--- config.mk ---
export PLATFORM = sky130hd
export DESIGN_NAME = mulmod_two_pow_b_plus_one
export DESIGN_NICKNAME = d
export VERILOG_FILES = /design/src/rtl/mm2p1_pkg.sv /design/src/rtl/mulmod_two_pow_b_plus_one.sv /design/src/rtl/mm2p1_mul.sv /design/src/rtl/mm2p1_fold.sv
export SDC_FILE = /design/constraint.sdc
export NUM_CORES = 2
export LEC_CHECK = 0
export BUFFER_PORTS_ARGS = -buffer_cell sky130_fd_sc_hd__buf_4
export CORE_MARGIN = 5
export CORE_UTILIZATION = 58
export CTS_BUF_LIST = sky130_fd_sc_hd__clkbuf_2
export DETAILED_ROUTE_END_ITERATION = 7
export PLACE_DENSITY_LB_ADDON = 0.2
export RECOVER_POWER = 100
export SLEW_MARGIN = 20
export SYNTH_ARGS = -nofsm -noshare
export SYNTH_HDL_FRONTEND = slang
export SYNTH_SLANG_ARGS = --single-unit
--- constraint.sdc ---
create_clock -name clk -period 7.76 [get_ports clk]
set_input_delay 0 -clock clk [delete_from_list [all_inputs] [get_ports clk]]
set_output_delay 0 -clock clk [all_outputs]
set_load 0.02 [all_outputs]
--- src/rtl/mm2p1_pkg.sv ---
package mm2p1_pkg;

  // Modulus is 2^MOD_BITS + 1; the operand fields are exactly this wide.
  localparam int MOD_BITS = 32;

  // Bit positions inside top_flags.
  localparam int FLAG_Y = 1;
  localparam int FLAG_Z = 0;

  // Beat on the operand channel.
  typedef struct packed {
    logic [MOD_BITS-1:0] y_low;
    logic [MOD_BITS-1:0] z_low;
    logic [1:0]          top_flags;
  } operand_t;

  // Beat on the result channel.
  typedef struct packed {
    logic [MOD_BITS-1:0] result_low;
    logic                result_top;
  } result_t;

  // After the multiply stage: full product, or the finished special-case value.
  typedef struct packed {
    logic                  is_mul;
    logic [2*MOD_BITS-1:0] product;
    logic [MOD_BITS-1:0]   spec_low;
    logic                  spec_top;
  } prod_t;

  // After the fold stage: low half minus high half, borrow in the top bit.
  typedef struct packed {
    logic                is_mul;
    logic [MOD_BITS:0]   diff;
    logic [MOD_BITS-1:0] spec_low;
    logic                spec_top;
  } fold_t;

endpackage

--- src/rtl/mulmod_two_pow_b_plus_one.sv ---
// Multiplier for residues modulo 2^B + 1 (B = 32), fully reduced output.
//
// Operand channel: operands carries y_low, z_low and top_flags; a beat moves
// when operand_valid is high and operand_stall is low. A set flag marks an
// operand equal to 2^B (its low part is ignored).
// Result channel: result carries result_low and result_top; a beat moves when
// result_valid is high and result_stall is low. result_top marks 2^B.
//
// Pipeline: three register stages (multiply, fold, final correction).
// Throughput is one beat per cycle when nothing stalls; the 32x32 multiply
// sets the stage depth.
//
// Reset clears all stage valid bits; the block then takes a beat at once.
// When the receiver stalls, the result register holds and earlier stages
// keep filling their empty slots, so up to three beats are absorbed before
// operand_stall rises. Nothing is dropped or repeated.
module mulmod_two_pow_b_plus_one import mm2p1_pkg::*; (
  input  logic     clk,
  input  logic     rst,
  input  logic     operand_valid,
  output logic     operand_stall,
  input  operand_t operands,
  output logic     result_valid,
  input  logic     result_stall,
  output result_t  result
);

  logic    mul_valid;
  logic    mul_stall;
  prod_t   mul_beat;
  logic    fold_valid;
  logic    fold_stall;
  fold_t   fold_beat;
  logic    advance;
  result_t result_next;

  // Stage 1: product and special-case negation.
  mm2p1_mul u_mul (
    .clk       (clk),
    .rst       (rst),
    .in_valid  (operand_valid),
    .in_stall  (operand_stall),
    .in_beat   (operands),
    .out_valid (mul_valid),
    .out_stall (mul_stall),
    .out_beat  (mul_beat)
  );

  // Stage 2: low half minus high half.
  mm2p1_fold u_fold (
    .clk       (clk),
    .rst       (rst),
    .in_valid  (mul_valid),
    .in_stall  (mul_stall),
    .in_beat   (mul_beat),
    .out_valid (fold_valid),
    .out_stall (fold_stall),
    .out_beat  (fold_beat)
  );

  // Stage 3: the result register; advance whenever it is empty or drained.
  assign advance    = !result_valid || !result_stall;
  assign fold_stall = !advance;

  // On a borrow add one back (mod 2^B+1); a difference of -1 is exactly 2^B.
  always_comb begin
    result_next.result_low = fold_beat.spec_low;
    result_next.result_top = fold_beat.spec_top;
    if (fold_beat.is_mul) begin
      if (!fold_beat.diff[MOD_BITS]) begin
        result_next.result_low = fold_beat.diff[MOD_BITS-1:0];
        result_next.result_top = 1'b0;
      end else if (&fold_beat.diff[MOD_BITS-1:0]) begin
        result_next.result_low = '0;
        result_next.result_top = 1'b1;
      end else begin
        result_next.result_low = fold_beat.diff[MOD_BITS-1:0] + MOD_BITS'(1);
        result_next.result_top = 1'b0;
      end
    end
  end

  always_ff @(posedge clk) begin
    if (rst) begin
      result_valid <= 1'b0;
    end else if (advance) begin
      result_valid <= fold_valid;
    end
  end

  // Hold the payload while stalled; load only real beats.
  always_ff @(posedge clk) begin
    if (advance && fold_valid) begin
      result <= result_next;
    end
  end

  // A residue of 2^B always has a zero low part.
  a_top_low_zero: assert property (@(posedge clk) disable iff (rst)
    result_valid && result.result_top |-> result.result_low == '0)
    else $error("result_top set with nonzero result_low");

  // The input side stalls only when every stage is full and the output waits.
  a_stall_only_full: assert property (@(posedge clk) disable iff (rst)
    operand_stall |-> mul_valid && fold_valid && result_valid && result_stall)
    else $error("operand_stall raised with a free pipeline slot");

  // A beat in the fold stage that is blocked must still be there next cycle.
  a_fold_held: assert property (@(posedge clk) disable iff (rst)
    fold_valid && fold_stall |=> fold_valid && $stable(fold_beat))
    else $error("fold stage lost or changed a blocked beat");

  // Nothing comes out right after reset.
  a_reset_empty: assert property (@(posedge clk)
    $past(rst) |-> !result_valid)
    else $error("result_valid high right after reset");

endmodule

--- src/rtl/mm2p1_mul.sv ---
module mm2p1_mul import mm2p1_pkg::*; (
  input  logic     clk,
  input  logic     rst,
  input  logic     in_valid,
  output logic     in_stall,
  input  operand_t in_beat,
  output logic     out_valid,
  input  logic     out_stall,
  output prod_t    out_beat
);

  logic  advance;
  prod_t beat_next;
  logic  fy;
  logic  fz;

  // Negation mod 2^B+1 of a reduced low part: 0 stays 0, 1 becomes 2^B.
  function automatic logic [MOD_BITS:0] negate(input logic [MOD_BITS-1:0] v);
    logic [MOD_BITS:0] r;
    if (v == '0) begin
      r = '0;
    end else if (v == MOD_BITS'(1)) begin
      r = {MOD_BITS'(0), 1'b1};
    end else begin
      r = {(~v + MOD_BITS'(2)), 1'b0};
    end
    return r;
  endfunction

  assign advance  = !out_valid || !out_stall;
  assign in_stall = !advance;

  assign fy = in_beat.top_flags[FLAG_Y];
  assign fz = in_beat.top_flags[FLAG_Z];

  always_comb begin
    beat_next.is_mul  = !fy && !fz;
    beat_next.product = {{MOD_BITS{1'b0}}, in_beat.y_low} *
                        {{MOD_BITS{1'b0}}, in_beat.z_low};
    {beat_next.spec_low, beat_next.spec_top} = '0;
    if (fy && fz) begin
      beat_next.spec_low = MOD_BITS'(1);
    end else if (fz) begin
      {beat_next.spec_low, beat_next.spec_top} = negate(in_beat.y_low);
    end else if (fy) begin
      {beat_next.spec_low, beat_next.spec_top} = negate(in_beat.z_low);
    end
  end

  always_ff @(posedge clk) begin
    if (rst) begin
      out_valid <= 1'b0;
    end else if (advance) begin
      out_valid <= in_valid;
    end
  end

  always_ff @(posedge clk) begin
    if (advance && in_valid) begin
      out_beat <= beat_next;
    end
  end

endmodule

--- src/rtl/mm2p1_fold.sv ---
module mm2p1_fold import mm2p1_pkg::*; (
  input  logic  clk,
  input  logic  rst,
  input  logic  in_valid,
  output logic  in_stall,
  input  prod_t in_beat,
  output logic  out_valid,
  input  logic  out_stall,
  output fold_t out_beat
);

  logic  advance;
  fold_t beat_next;

  assign advance  = !out_valid || !out_stall;
  assign in_stall = !advance;

  // Fold: 2^B == -1, so low half minus high half.
  always_comb begin
    beat_next.is_mul   = in_beat.is_mul;
    beat_next.diff     = {1'b0, in_beat.product[MOD_BITS-1:0]} -
                         {1'b0, in_beat.product[2*MOD_BITS-1:MOD_BITS]};
    beat_next.spec_low = in_beat.spec_low;
    beat_next.spec_top = in_beat.spec_top;
  end

  always_ff @(posedge clk) begin
    if (rst) begin
      out_valid <= 1'b0;
    end else if (advance) begin
      out_valid <= in_valid;
    end
  end

  always_ff @(posedge clk) begin
    if (advance && in_valid) begin
      out_beat <= beat_next;
    end
  end

endmodule
==> results by group <==
Layout
  – Fraction of layout cells with a size suffix above 1: 4.82%
  – Number of inserted filler cells in the final layout: 6404
  – Area growth from synthesis to final layout: 4.90%
  – Fin nets: 5832
  – Area used by multi-input combinational logic: 32800 sq um
  – Combined flip-flop and latch cell area: 6010 sq um

Logic synthesis
  – Cell area after synthesis: 43400 sq um
  – Number of enable flip-flop cells after synthesis: 198
  – Total number of yosys warnings: 0
  – Fraction of the mapped netlist area in compound gates: 5.46%
  – Main flop type after synthesis: sky130_fd_sc_hd__edfxtp_1
  – Xor/xnor cell area share of the yosys netlist: 3.47%
  – Simple logic cell fraction of the synthesized area: 16.7%
  – Combinational family with the most area after synthesis: adder cells
  – Portion of netlist area occupied by mux cells: 0.0490%
  – Number of instances in the synthesized netlist: 4568
  – Adder-cell share of the synthesized area: 49.9%
  – Synthesized net count: 5833
  – Number of synthesized register bits: 201
  – Post-synthesis async set-or-reset flop share: 0%
  – Avg Cell Area, Syn: 9.51 sq um
  – Sequential cell area fraction in the yosys report: 13.8%
  – Distinct cells, synth: 65

STA
  – Fin. max-slew vios: 181
  – Worst setup skew after layout: 0.0987 ns
  – Minimum clock period: 7.43 ns
  – Part of the cycle the worst path needs: 95.7%
  – Achievable clock frequency: 135 MHz
  – Total negative slack: 0 ns
  – Slew Limit Headroom: -147%
  – Number of failing setup endpoints in the final timing report: 0
  – RSZ-0062 raised after global routing: false
  – Worst Tran Pin Value: 3.70 ns
  – Endpoints failing hold: 0

Global route
  – Grt ovf: 0
  – Pin count of the biggest net entering global routing: 68
  – Global-route wire length before repair: 183000 um
  – Number of antenna violations at the first check in global routing: 8
  – Overall global routing resource usage: 28.7%
  – Number of global-route vias before repair: 34000

Placed design
  – Port Buf Inserts: 104
  – Routability cong.: 0.945
  – Total half-perimeter wirelength after legalization and detailed placement: 92600 um

Floorplanning
  – Initial core utilization: 58.4%
  – Area enclosed by the die boundary: 80400 sq um
  – Die H: 284 um
  – Area of the core: 74300 sq um
  – Number of top-level pins: 105
  – Horiz. Die Dim: 284 um
  – Cell Rows: 100

Worst setup path
  – Critical register-to-register path startpoint: result_valid$_SDFFE_PP0P_
  – Start point of the critical path: operands[34]
  – Crit-path max FO: 11
  – Setup crit end kind: register
  – Worst reg2reg setup slack: 2.39 ns
  – Required time at the worst-slack endpoint: 8.34 ns
  – Category of the critical setup timing path: input port to register
  – Worst EP arrival: 8.01 ns
  – Critical Path Source Type: input port
  – Worst-case reg-to-reg path depth: 6

Worst hold path
  – Count of cells along the worst hold path: 4
  – Startpoint of the tightest hold check path: operands[43]
  – Path class of the lowest-slack min-delay path: input port to register

Route
  – Number of design rule violations left after detail routing: 0
  – Average vias per placed instance: 5.62
  – Total Routed Length: 114000 um
  – DR WL/cell: 20.4 um
  – Drt initial violations: 2125
  – First-pass iteration count of the detailed router: 5
  – Post-route antenna net violation count: 0
  – DR vias: 31300

Clocking
  – PostCTS Resize Cnt: 0
  – Number of clock sinks seen by CTS: 201
  – CTS Root Cell: sky130_fd_sc_hd__clkbuf_2
  – Worst-case clock buffer depth: 3
  – Clock latency reported for the late side of the worst-skew pair: 0.84 ns
  – TritonCTS buffer count: 50
  – Clock transition at path regs: 0.11 ns
  – Htree depth: 2
  – Clock tree from TritonCTS: yes

Job
  – Count of maximum capacitance violations: 4

Status
  – Run status: finished with violations
  – Failing checks: capacitance limit, slew limit
path summary, 6_finish.rpt:
check	to
max reg2reg	u_mul.out_beat[50]$_DFFE_PP_
max	u_mul.out_beat[96]$_DFFE_PP_
min	u_mul.out_beat[10]$_SDFFCE_PP0P_
min reg2reg	u_fold.out_beat[23]$_DFFE_PP_
flip-flops by register name (all words and copies together) (netlist names):
name	count
u_mul.out_beat	98
u_fold.out_beat	67
result	33
result_valid	1
u_fold.out_valid	1
u_mul.out_valid	1
critical path, stage by stage:
cell and delay (ns):
sky130_fd_sc_hd__dlygate4sd3_1 0.53, sky130_fd_sc_hd__clkbuf_1 0.68, sky130_fd_sc_hd__nand2_1 0.15, sky130_fd_sc_hd__fa_1 0.49
sky130_fd_sc_hd__fa_1 0.49, sky130_fd_sc_hd__inv_1 0.06, sky130_fd_sc_hd__fa_1 0.47, sky130_fd_sc_hd__fa_1 0.42
sky130_fd_sc_hd__fa_1 0.54, sky130_fd_sc_hd__fa_1 0.44, sky130_fd_sc_hd__fa_1 0.51, sky130_fd_sc_hd__fa_1 0.43
sky130_fd_sc_hd__ha_1 0.42, sky130_fd_sc_hd__or2_2 0.33, sky130_fd_sc_hd__a31oi_1 0.17, sky130_fd_sc_hd__a31oi_1 0.10
sky130_fd_sc_hd__a41oi_1 0.27, sky130_fd_sc_hd__o31a_1 0.16, sky130_fd_sc_hd__o21ai_0 0.19, sky130_fd_sc_hd__a311o_1 0.48
sky130_fd_sc_hd__a31o_2 0.28, sky130_fd_sc_hd__a211oi_1 0.27, sky130_fd_sc_hd__xnor2_1 0.09
logic make-up (layout without fill, tap and decap cells):
kind of cell | Yosys count | in the layout
DFF | 201 | 201
muxes | 2 | 2
buffers and inverters | 1211 | 1248
adders and majority gates | 1195 | 1195
xor gates and xnor gates | 172 | 172
and+or+nand+nor | 1422 | 1422
AOI/OAI and AO/OA | 365 | 365
other | 0 | 2
cell usage in the layout, fill, tap and decap left out, types with 34 or more instances in the layout:
cell | Yosys | layout
sky130_fd_sc_hd__inv_1 | 940 | 940
sky130_fd_sc_hd__fa_1 | 897 | 897
sky130_fd_sc_hd__and2_1 | 594 | 587
sky130_fd_sc_hd__nand2_1 | 534 | 534
sky130_fd_sc_hd__ha_1 | 298 | 298
sky130_fd_sc_hd__edfxtp_1 | 198 | 198
sky130_fd_sc_hd__buf_4 | 2 | 133
sky130_fd_sc_hd__nor2_1 | 115 | 114
sky130_fd_sc_hd__a21oi_1 | 104 | 104
sky130_fd_sc_hd__xnor2_1 | 96 | 96
sky130_fd_sc_hd__xor2_1 | 76 | 76
sky130_fd_sc_hd__clkbuf_2 | 0 | 68
sky130_fd_sc_hd__o21ai_0 | 60 | 60
sky130_fd_sc_hd__clkbuf_1 | 249 | 51
sky130_fd_sc_hd__a21o_1 | 45 | 45
sky130_fd_sc_hd__o22ai_1 | 37 | 37
sky130_fd_sc_hd__dlygate4sd3_1 | 0 | 34
through the flow:
step	utilization (%)	setup slack [ns]	hold slack, ns	area, sq um	std cells
final	61.3	0.330	0.0972	45600	5576
after global placement	60.5	0.283	0.180	45000	5449
after floorplan	-	0.518	0.0691	43400	4568
after global routing	61.3	0.0753	0.0514	45500	5575
after detailed placement	60.5	0.136	0.180	45000	5449
after CTS	61.6	0.463	0.0103	45800	5573
routing by layer:
| layer | GRT usage [%] | wire (um) |
|---|---|---|
| met1 | 37.3 | 44100 |
| met2 | 48.7 | 55900 |
| met3 | 5.05 | 8730 |
| met4 | 11.1 | 4980 |
| met5 | 0 | 64 |
final cells by class:
type,count,area share (%)
Multi-Input combinational cell,3156,72.0
Sequential cell,201,13.2
Inverter,940,7.75
Timing Repair Buffer,218,3.36
Tap cell,969,2.66
Clock buffer,68,0.747
Clock inverter,22,0.319
Antenna cell,2,0.0110
what timing repair did:
| item | in CTS | in global routing |
|---|---|---|
| hold buffers | 34 | 0 |
| setup buffers | 0 | 0 |
| endpoints found under the hold margin | 85 | 0 |
cells in the mapped netlist (4+ instances only):
cell type	count	area, sq um
sky130_fd_sc_hd__o211ai_1	4	30.0
sky130_fd_sc_hd__o21a_1	11	82.6
sky130_fd_sc_hd__inv_1	940	3530
sky130_fd_sc_hd__or3_1	6	37.5
sky130_fd_sc_hd__and2_1	594	3720
sky130_fd_sc_hd__or4_1	5	37.5
sky130_fd_sc_hd__buf_2	4	20.0
sky130_fd_sc_hd__nand2_1	534	2000
sky130_fd_sc_hd__ha_1	298	3730
sky130_fd_sc_hd__o22ai_1	37	231
sky130_fd_sc_hd__o31ai_1	7	52.6
sky130_fd_sc_hd__a21o_1	45	338
sky130_fd_sc_hd__fa_1	897	18000
sky130_fd_sc_hd__o21ai_0	60	300
sky130_fd_sc_hd__nand4_1	22	138
sky130_fd_sc_hd__a32oi_1	4	35.0
sky130_fd_sc_hd__a22oi_1	6	45.0
sky130_fd_sc_hd__nor4_1	15	93.8
sky130_fd_sc_hd__xnor2_1	96	841
sky130_fd_sc_hd__and3_1	24	150
sky130_fd_sc_hd__a21oi_1	104	521
sky130_fd_sc_hd__clkbuf_1	249	935
sky130_fd_sc_hd__xor2_1	76	666
sky130_fd_sc_hd__edfxtp_1	198	5950
sky130_fd_sc_hd__a22oi_2	11	138
sky130_fd_sc_hd__nor2b_1	15	93.8
sky130_fd_sc_hd__nor3_1	30	150
sky130_fd_sc_hd__a211oi_1	7	52.6
sky130_fd_sc_hd__o41ai_1	5	43.8
sky130_fd_sc_hd__buf_1	13	48.8
sky130_fd_sc_hd__nand3_1	29	145
sky130_fd_sc_hd__a31oi_1	13	81.3
sky130_fd_sc_hd__a21boi_0	5	37.5
sky130_fd_sc_hd__a41oi_1	4	35.0
sky130_fd_sc_hd__nor2_1	115	432
sky130_fd_sc_hd__o21bai_1	18	135
sky130_fd_sc_hd__a311oi_1	4	35.0
sky130_fd_sc_hd__nand2b_1	16	100
Power is left out: the tool's default activity adds up to more than one toggle a clock period on the data nets, which glitch-free logic cannot reach.
